$ cat src/rtl/teq_pkg.sv
package teq_pkg;

    localparam int QUEUE_DEPTH  = 16;
    localparam int DEVICE_COUNT = 64;
    localparam int TIME_BITS    = 48;
    localparam int MAX_RESULTS  = 16;

    localparam int DEV_BITS  = $clog2(DEVICE_COUNT);
    localparam int IDX_BITS  = $clog2(QUEUE_DEPTH);
    localparam int CNT_BITS  = $clog2(QUEUE_DEPTH + 1);
    localparam int NRES_BITS = $clog2(MAX_RESULTS);

    typedef enum logic [2:0] {
        MODE_INSERT     = 3'd0,
        MODE_REMOVE_ONE = 3'd1,
        MODE_REMOVE_ALL = 3'd2,
        MODE_QUERY      = 3'd3,
        MODE_LIST       = 3'd4,
        MODE_FIRE       = 3'd5
    } t_mode;

    typedef enum logic [1:0] {
        STAT_OK   = 2'd0,
        STAT_FULL = 2'd1,
        STAT_PAST = 2'd2,
        STAT_NONE = 2'd3
    } t_status;

    typedef enum logic [1:0] {
        CMD_HOLD,
        CMD_INSERT,
        CMD_REMOVE,
        CMD_POP
    } t_cell_cmd;

    typedef enum logic [1:0] {
        ST_IDLE,
        ST_EXEC,
        ST_EMIT
    } t_state;

    typedef struct packed {
        logic [TIME_BITS-1:0] stamp;
        logic [DEV_BITS-1:0]  dev;
    } t_slot;

    typedef struct packed {
        t_cell_cmd cmd;
        t_slot     key;
    } t_cell_ctl;

    typedef struct packed {
        logic [2:0]           mode;
        logic [TIME_BITS-1:0] event_time;
        logic [DEV_BITS-1:0]  device_id;
    } t_in;

    typedef struct packed {
        logic [1:0]           status;
        logic [DEV_BITS-1:0]  out_device;
        logic [TIME_BITS-1:0] out_time;
        logic                 found;
        logic [TIME_BITS-1:0] next_due;
        logic [TIME_BITS-1:0] now_time;
        logic                 last;
    } t_out;

    typedef struct packed {
        t_status              status;
        logic [DEV_BITS-1:0]  out_device;
        logic [TIME_BITS-1:0] out_time;
        logic                 found;
        logic                 last;
    } t_result;

endpackage

$ cat src/rtl/timed_event_queue.sv
// Sorted event queue built as a row of slot cells, slot 0 holding the earliest
// event; each cell compares its own entry with the key and shifts to or from
// its neighbor. Insert, remove-one, query, fire and unused modes pass through
// one execute state across the cell row and one emit state that loads the
// output register, and the next item is taken in the cycle its result is
// loaded. Remove-all removes one matching entry per execute cycle and stays
// in the execute state until no matching entry is left. List produces one
// result per execute and emit pass, at most 16 results, and waits while the
// output register is still full. Every result carries the earliest pending
// time and the current time after the operation.
module timed_event_queue (
    input  logic          i_clk,
    input  logic          i_rst_n,
    input  logic          i_in_valid,
    output logic          o_in_ready,
    input  teq_pkg::t_in  i_in_data,
    output logic          o_out_valid,
    input  logic          i_out_ready,
    output teq_pkg::t_out o_out_data
);
    import teq_pkg::*;

    t_state                r_state, n_state;
    t_mode                 r_mode, n_mode;
    logic [TIME_BITS-1:0]  r_time, n_time;
    logic [DEV_BITS-1:0]   r_dev, n_dev;
    logic [CNT_BITS-1:0]   r_count, n_count;
    logic [TIME_BITS-1:0]  r_now, n_now;
    logic                  r_any, n_any;
    logic [NRES_BITS-1:0]  r_nres, n_nres;
    logic [IDX_BITS-1:0]   r_pos, n_pos;
    t_result               r_res, n_res;
    logic                  r_out_valid, n_out_valid;
    t_out                  r_out, n_out;

    t_cell_ctl             w_ctl;
    t_cell_cmd             w_cmd;
    t_slot                 w_slot  [QUEUE_DEPTH];
    t_slot                 w_left  [QUEUE_DEPTH];
    t_slot                 w_right [QUEUE_DEPTH];
    logic                  w_lafter[QUEUE_DEPTH];
    logic                  w_after [QUEUE_DEPTH];
    logic                  w_match [QUEUE_DEPTH];
    logic                  w_occ   [QUEUE_DEPTH];
    logic                  w_excl  [QUEUE_DEPTH];
    logic [1:0]            w_seen  [QUEUE_DEPTH+1];

    t_slot                 sel_slot;
    logic [IDX_BITS-1:0]   sel_idx;
    logic                  any_match;
    logic                  multi_match;
    logic                  emit_go;
    logic                  list_more;
    logic                  in_xfer;

    assign w_ctl.cmd       = w_cmd;
    assign w_ctl.key.stamp = r_time;
    assign w_ctl.key.dev   = r_dev;
    assign w_seen[0]       = 2'd0;

    genvar g;
    generate
        for (g = 0; g < QUEUE_DEPTH; g++) begin : g_cell
            if (g == 0) begin : g_head
                assign w_left[g]   = '0;
                assign w_lafter[g] = 1'b0;
            end else begin : g_body
                assign w_left[g]   = w_slot[g-1];
                assign w_lafter[g] = w_after[g-1];
            end
            if (g == QUEUE_DEPTH - 1) begin : g_tail
                assign w_right[g] = '0;
            end else begin : g_inner
                assign w_right[g] = w_slot[g+1];
            end
            assign w_occ[g]  = CNT_BITS'(g) < r_count;
            // list resumes past the last reported entry
            assign w_excl[g] = (r_mode == MODE_LIST) && (r_nres != '0)
                               && (IDX_BITS'(g) <= r_pos);

            teq_cell u_cell (
                .i_clk        (i_clk),
                .i_ctl        (w_ctl),
                .i_occ        (w_occ[g]),
                .i_excl       (w_excl[g]),
                .i_left       (w_left[g]),
                .i_left_after (w_lafter[g]),
                .i_right      (w_right[g]),
                .i_seen       (w_seen[g]),
                .o_slot       (w_slot[g]),
                .o_after      (w_after[g]),
                .o_match      (w_match[g]),
                .o_seen       (w_seen[g+1])
            );
        end
    endgenerate

    // first matching entry, one-hot select
    always_comb begin
        sel_slot = '0;
        sel_idx  = '0;
        for (int i = 0; i < QUEUE_DEPTH; i++) begin
            if (w_match[i] && w_seen[i] == 2'd0) begin
                sel_slot = t_slot'(sel_slot | w_slot[i]);
                sel_idx  = sel_idx | IDX_BITS'(i);
            end
        end
    end

    assign any_match   = w_seen[QUEUE_DEPTH] != 2'd0;
    assign multi_match = w_seen[QUEUE_DEPTH] == 2'd2;

    assign emit_go    = (r_state == ST_EMIT) && (!r_out_valid || i_out_ready);
    assign list_more  = (r_mode == MODE_LIST) && !r_res.last;
    assign o_in_ready = (r_state == ST_IDLE) || (emit_go && !list_more);
    assign in_xfer    = i_in_valid && o_in_ready;

    assign o_out_valid = r_out_valid;
    assign o_out_data  = r_out;

    always_comb begin
        n_state     = r_state;
        n_mode      = r_mode;
        n_time      = r_time;
        n_dev       = r_dev;
        n_count     = r_count;
        n_now       = r_now;
        n_any       = r_any;
        n_nres      = r_nres;
        n_pos       = r_pos;
        n_res       = r_res;
        n_out       = r_out;
        n_out_valid = r_out_valid && !i_out_ready;
        w_cmd       = CMD_HOLD;

        unique case (r_state)
            ST_IDLE: begin
                n_state = ST_IDLE;
            end
            ST_EXEC: begin
                n_state = ST_EMIT;
                n_res   = '{status: STAT_OK, out_device: '0, out_time: '0,
                            found: 1'b0, last: 1'b1};
                unique case (r_mode)
                    MODE_INSERT: begin
                        if (r_time < r_now) begin
                            n_res.status = STAT_PAST;
                        end else if (r_count == CNT_BITS'(QUEUE_DEPTH)) begin
                            n_res.status = STAT_FULL;
                        end else begin
                            w_cmd   = CMD_INSERT;
                            n_count = r_count + CNT_BITS'(1);
                        end
                    end
                    MODE_REMOVE_ONE: begin
                        if (any_match) begin
                            w_cmd            = CMD_REMOVE;
                            n_count          = r_count - CNT_BITS'(1);
                            n_res.out_device = r_dev;
                            n_res.out_time   = sel_slot.stamp;
                            n_res.found      = 1'b1;
                        end else begin
                            n_res.status = STAT_NONE;
                        end
                    end
                    MODE_REMOVE_ALL: begin
                        if (any_match) begin
                            // one matching entry leaves per cycle
                            w_cmd     = CMD_REMOVE;
                            n_count   = r_count - CNT_BITS'(1);
                            n_any     = 1'b1;
                            n_state   = ST_EXEC;
                        end else if (r_any) begin
                            n_res.out_device = r_dev;
                            n_res.found      = 1'b1;
                        end else begin
                            n_res.status = STAT_NONE;
                        end
                    end
                    MODE_QUERY: begin
                        if (any_match) begin
                            n_res.out_device = r_dev;
                            n_res.out_time   = sel_slot.stamp;
                            n_res.found      = 1'b1;
                        end else begin
                            n_res.status = STAT_NONE;
                        end
                    end
                    MODE_LIST: begin
                        if (any_match) begin
                            n_res.out_device = r_dev;
                            n_res.out_time   = sel_slot.stamp;
                            n_res.found      = 1'b1;
                            n_res.last       = !multi_match
                                || (r_nres == NRES_BITS'(MAX_RESULTS - 1));
                            n_pos            = sel_idx;
                        end else begin
                            n_res.status = STAT_NONE;
                        end
                    end
                    MODE_FIRE: begin
                        if (w_occ[0] && w_slot[0].stamp <= r_time) begin
                            w_cmd            = CMD_POP;
                            n_count          = r_count - CNT_BITS'(1);
                            if (w_slot[0].stamp > r_now) begin
                                n_now = w_slot[0].stamp;
                            end
                            n_res.out_device = w_slot[0].dev;
                            n_res.out_time   = w_slot[0].stamp;
                            n_res.found      = 1'b1;
                        end else begin
                            n_res.status = STAT_NONE;
                        end
                    end
                    default: begin
                        n_res.status = STAT_OK;
                    end
                endcase
            end
            ST_EMIT: begin
                if (emit_go) begin
                    n_out_valid    = 1'b1;
                    n_out.status   = r_res.status;
                    n_out.out_device = r_res.out_device;
                    n_out.out_time = r_res.out_time;
                    n_out.found    = r_res.found;
                    n_out.last     = r_res.last;
                    n_out.next_due = (r_count != '0) ? w_slot[0].stamp : '1;
                    n_out.now_time = r_now;
                    if (list_more) begin
                        n_nres  = r_nres + NRES_BITS'(1);
                        n_state = ST_EXEC;
                    end else begin
                        n_state = ST_IDLE;
                    end
                end
            end
            default: begin
                n_state = ST_IDLE;
            end
        endcase

        if (in_xfer) begin
            n_state = ST_EXEC;
            n_mode  = t_mode'(i_in_data.mode);
            n_time  = i_in_data.event_time;
            n_dev   = i_in_data.device_id;
            n_any   = 1'b0;
            n_nres  = '0;
        end
    end

    always_ff @(posedge i_clk) begin
        if (!i_rst_n) begin
            r_state     <= ST_IDLE;
            r_count     <= '0;
            r_now       <= '0;
            r_out_valid <= 1'b0;
            r_any       <= 1'b0;
            r_nres      <= '0;
        end else begin
            r_state     <= n_state;
            r_count     <= n_count;
            r_now       <= n_now;
            r_out_valid <= n_out_valid;
            r_any       <= n_any;
            r_nres      <= n_nres;
        end
    end

    always_ff @(posedge i_clk) begin
        r_mode <= n_mode;
        r_time <= n_time;
        r_dev  <= n_dev;
        r_pos  <= n_pos;
        r_res  <= n_res;
        r_out  <= n_out;
    end

endmodule

$ cat src/rtl/teq_cell.sv
module teq_cell (
    input  logic                i_clk,
    input  teq_pkg::t_cell_ctl  i_ctl,
    input  logic                i_occ,
    input  logic                i_excl,
    input  teq_pkg::t_slot      i_left,
    input  logic                i_left_after,
    input  teq_pkg::t_slot      i_right,
    input  logic [1:0]          i_seen,
    output teq_pkg::t_slot      o_slot,
    output logic                o_after,
    output logic                o_match,
    output logic [1:0]          o_seen
);
    import teq_pkg::*;

    t_slot r_slot;
    t_slot n_slot;

    assign o_slot  = r_slot;
    assign o_match = i_occ && !i_excl && (r_slot.dev == i_ctl.key.dev);
    // empty cells count as lying after the insert point
    assign o_after = !i_occ || (r_slot.stamp > i_ctl.key.stamp);
    // saturating count of matches up to and including this cell
    assign o_seen  = (i_seen == 2'd2 || !o_match) ? i_seen : i_seen + 2'd1;

    always_comb begin
        n_slot = r_slot;
        unique case (i_ctl.cmd)
            CMD_HOLD: begin
                n_slot = r_slot;
            end
            CMD_INSERT: begin
                if (i_left_after) begin
                    n_slot = i_left;
                end else if (o_after) begin
                    n_slot = i_ctl.key;
                end
            end
            CMD_REMOVE: begin
                if (i_seen != 2'd0 || o_match) begin
                    n_slot = i_right;
                end
            end
            CMD_POP: begin
                n_slot = i_right;
            end
            default: begin
                n_slot = r_slot;
            end
        endcase
    end

    always_ff @(posedge i_clk) begin
        r_slot <= n_slot;
    end

endmodule

$ cat config.mk
export PLATFORM = sky130hd
export DESIGN_NAME = timed_event_queue
export DESIGN_NICKNAME = d
export VERILOG_FILES = /design/src/rtl/teq_pkg.sv /design/src/rtl/timed_event_queue.sv /design/src/rtl/teq_cell.sv
export SDC_FILE = /design/constraint.sdc
export NUM_CORES = 2
export LEC_CHECK = 0
export ABC_CLOCK_PERIOD_IN_PS = 22700
export BUFFER_PORTS_ARGS = -buffer_cell sky130_fd_sc_hd__buf_2
export CAP_MARGIN = 0
export CORE_ASPECT_RATIO = 0.7
export CORE_MARGIN = 3
export CORE_UTILIZATION = 25
export CTS_CLUSTER_DIAMETER = 150
export DETAILED_ROUTE_END_ITERATION = 10
export GPL_TIMING_DRIVEN = 0
export SYNTH_ARGS = -nofsm -noshare
export SYNTH_HDL_FRONTEND = slang
export SYNTH_HIERARCHICAL = 1
export SYNTH_SLANG_ARGS = --single-unit
$ cat constraint.sdc
create_clock -name i_clk -period 22.7 [get_ports i_clk]
set_input_delay 4.54 -clock i_clk [delete_from_list [all_inputs] [get_ports i_clk]]
set_output_delay 4.54 -clock i_clk [all_outputs]
set_load 0.005 [all_outputs]
Word-level counts from Yosys, hierarchy flattened
Cells that the tools add are included.
- flip-flop bits (word level): 1198
- output and inout bits: 156
- logic and storage cells: 605
- add/subtract/negate cells: 18
- order comparisons: 51
- eq/ne operators: 82
- muxes and demuxes: 141
- bitwise logic cells: 17
- reductions and logical operators: 238
- operators with widths (operator ; count):
    2-to-1 mux 54 bit ; 63
    one-hot mux 54 bit (3 select lines) ; 16
    > comparator 48 bit ; 17
    bitwise OR 54 bit ; 15
    one-hot mux 48 bit (3 select lines) ; 1
    2-to-1 mux 55 bit ; 2
    == test 6 bit ; 16
    logical AND 1 bit ; 70
    2-to-1 mux 2 bit ; 29
    AND reduction 3 bit ; 19
    2-to-1 mux 56 bit ; 1
    logical NOT 1 bit ; 52
    logical OR 1 bit ; 49
    <= comparator 48 bit ; 1
    less-than comparator 48 bit ; 1
    inequality test 3 x 1 -> 1 bit (second input constant) ; 15
    less-than comparator 4 x 5 -> 1 bit (first input constant) ; 8
    == test 2 bit (second input constant) ; 18
    inequality test 2 x 1 -> 1 bit (second input constant) ; 18
    logical NOT 2 bit ; 17
    <= comparator 4 bit (first input constant) ; 8
    nonzero test 2 bit ; 16
    adder 2 x 1 -> 2 bit (second input constant) ; 14
    one-hot mux 6 bit (4 select lines) ; 1
    41 further kinds ; 80

Depth between registers and ports, before layout
- depth in word-level cells: 59
- gate-level depth with buffers: 77
- mapped depth without buffers: 74

Hierarchy
Netlist, hierarchy kept.
- by module, submodules not included (module ; times used ; cells an instance ; area each (µm²)):
    teq_cell ; 16 ; 430 ; 4096.4
    timed_event_queue ; 1 ; 1798 ; 19842.8

Least setup slack after synthesis
Ideal clock, no wire load.
- path type: register -> register
- start point: register r_dev[5]
- end point: register g_cell[0].u_cell.r_slot (netlist bit g_cell[0].u_cell/o_slot[0]), enable pin
- arrival: 15.642 ns
- path slack: 6.560 ns
- cell stages (with the launch flop): 72
- buffers on the path: 1
- period minus slack after synthesis: 16.140 ns
- path through: edfxtp_1 -> xnor2_1 -> nand3_1 -> nor4_1 -> and2b_1 -> xnor2_1 -> inv_1 -> ha_1 -> nand2_1 -> o21ai_0 -> ha_1 -> and2b_1 -> xnor2_1 -> inv_1 -> ha_1 -> and2b_1 -> xnor2_1 -> inv_1 -> [36 not listed] -> ha_1 -> and2b_1 -> xnor2_1 -> inv_1 -> ha_1 -> and2b_1 -> xnor2_1 -> inv_1 -> ha_1 -> and2b_1 -> nand2_1 -> o21ai_0 -> nor2_1 -> nor3_1 -> o21a_1 -> clkbuf_1 -> a21oi_1 -> a31oi_1
- RTL lines (item ; RTL line ; source):
    start, declared ; timed_event_queue.sv:26 ; logic [DEV_BITS-1:0] r_dev, n_dev;
    start signal, assigned ; timed_event_queue.sv:274 ; r_dev <= n_dev;
    end signal, assigned ; teq_cell.sv:55 ; r_slot <= n_slot;
    end, declared ; teq_cell.sv:17 ; t_slot r_slot;

==> metrics.txt <==
Via-to-Cell Ratio 5.42; Slew headroom -10.4%; critical path capture point type flop; # port buffers 215; HPWL after DPL 339 mm; Final Non-Filler Cells 13900; DR pass1 iterations 7; unrepaired setup endpoints after global routing no; Fin Setup TNS 0 ns; DIE WIDTH 704 um; Critical Path RT 23.32 ns; Die Y 495 um; drt total wl 416 mm; worst path arrival time 20.60 ns; first-pass GRT wire length 556 mm; Worst Hold Depth 0; slack of the critical path 2.72 ns; period utilization 88.0%; Max Clock Freq 50.1 MHz; RD Place Congestion 1.04; pwr dens 58.4 nW/um^2; PostCTS Resize Cnt 0; minimum clock period 19.98 ns; GRT Util Overall 22.8%; WP depth 60; leakage power 43.4 nW; Max FO, Critical Path 10; Post-CTS Setup Bufs 0; kind of critical path reg2reg; CTS tree done; H-tree depth 4; Final setup viols 0; global route overflow 0; failing checks max-capacitance violations, max-slew violations; routed length per instance 30.0 um; post-layout util 29.7%; FF-to-FF path depth 60; Crit path largest cell delay 1.12 ns; type of the worst min-delay path reg2reg; site row count 178; TritonCTS Buffers 147; I/O pin cnt 217; CTS Hold Bufs 0; largest net degree at the start of global routing 84; CTS root buffer clkbuf_16; outcome finished, violations left; Worst Setup Start Kind flop; Critical-path top delay cell dfxtp_1; Starting Density 25.3%; initial DRC count 12500; layout cell share with drive strength beyond 1 9.07%; WHS 0.412 ns; Area Growth Syn to Fin 17.7%; Max Transition Viols Final 110; Synth Instances 8677; total die area 349000 sq um; Synth Cell Area 85400 sq um; antenna-violating nets left 0; Max clock buf depth 4; Final nets 10300; DRC 0; yosys warns 6; cell count after placement 13600; Max VDD drop 46.2 uV; Post-Route Skew 0.0597 ns; vias 75300; mean area per synthesized cell 9.84 sq um; antenna violations before repair 20; Crit path buffers/inverters 5; Worst path top cell family by delay compound AO/OA/AOI/OAI gates; worst-skew pair later-pin latency 0.88 ns; Clk pin slew, worst setup/hold paths 0.06 ns; max-capacitance violation count 11; vias in the first global route 66900; Place WS 4.07 ns; Final Hold Vio Count 0; slew of the pin with the lowest slew margin 1.66 ns; Core ar. 338000 sq um; # clock sinks 1198
-- state kept, by name, indices dropped and copies added, names as in the netlist, 5 cells and up --
signal / cells
g_cell.u_cell/o_slot: 864
o_out_data: 154
r_count: 5
r_dev: 6
r_now: 48
r_res: 58
r_time: 48
-- area by class of cell --
| cell class | count | area, sq um |
|---|---|---|
| antenna | 2 | 5.00 |
| buffer | 412 | 1740 |
| clock buffer | 179 | 3900 |
| clock inverter | 75 | 744 |
| fill | 35000 | 237000 |
| inverter | 947 | 3560 |
| multi-input combinational | 6231 | 45500 |
| sequential | 1198 | 35400 |
| tap | 4500 | 5630 |
| timing repair buffer | 334 | 4080 |
-- path summary, 6_finish.rpt --
kind	start	endpoint	slack, ns
min	r_res[8]	o_out_data[104]	0.41
max	r_count[4]	r_res[31]	2.72
max reg2reg	r_count[4]	r_res[31]	2.72
min reg2reg	r_res[8]	o_out_data[104]	0.41
-- per-stage QoR --
stage | power [W] | instance area [sq um]
final | 0.00587 | 100000
after global routing | 0.00605 | 100000
after CTS | 0.00586 | 100000
after detailed placement | 0.00346 | 95800
after floorplan | 0.00309 | 85800
after global placement | 0.00339 | 92500
-- power by group --
group	switching [W]	internal [W]	leakage [nW]
Sequential	0.000163	0.00250	10.7
Combinational	0.000479	0.000307	30.5
Clock	0.00106	0.00136	2.24
Total	0.00170	0.00416	43.4
-- cells in the final DEF (no fill, tap or decap), types with 82 or more instances in the layout --
cell type / n
buf_2: 314
a22o_1: 246
a221oi_1: 230
o21ai_0: 1027
mux2i_1: 917
nand4_1: 171
conb_1: 112
edfxtp_1: 1137
xnor2_1: 82
clkbuf_16: 151
clkbuf_1: 298
nor2_1: 88
nand2_1: 1308
a21oi_1: 443
inv_1: 946
nand3_1: 95
ha_1: 950
buf_16: 92
-- per-layer routing --
metal  wire length [um]  global-route usage [%]  vias to the layer above  part of all wire (%)
li1                   -                       -                    32900                     -
met1             189000                    34.4                    36600                    45
met2             138000                    26.4                     5347                    33
met3              79200                    13.2                      447                    19
met4               9860                    5.07                        4                   2.4
met5                428                   0.814                        -                  0.10
No activity file was read; power rests on OpenSTA's default activity.
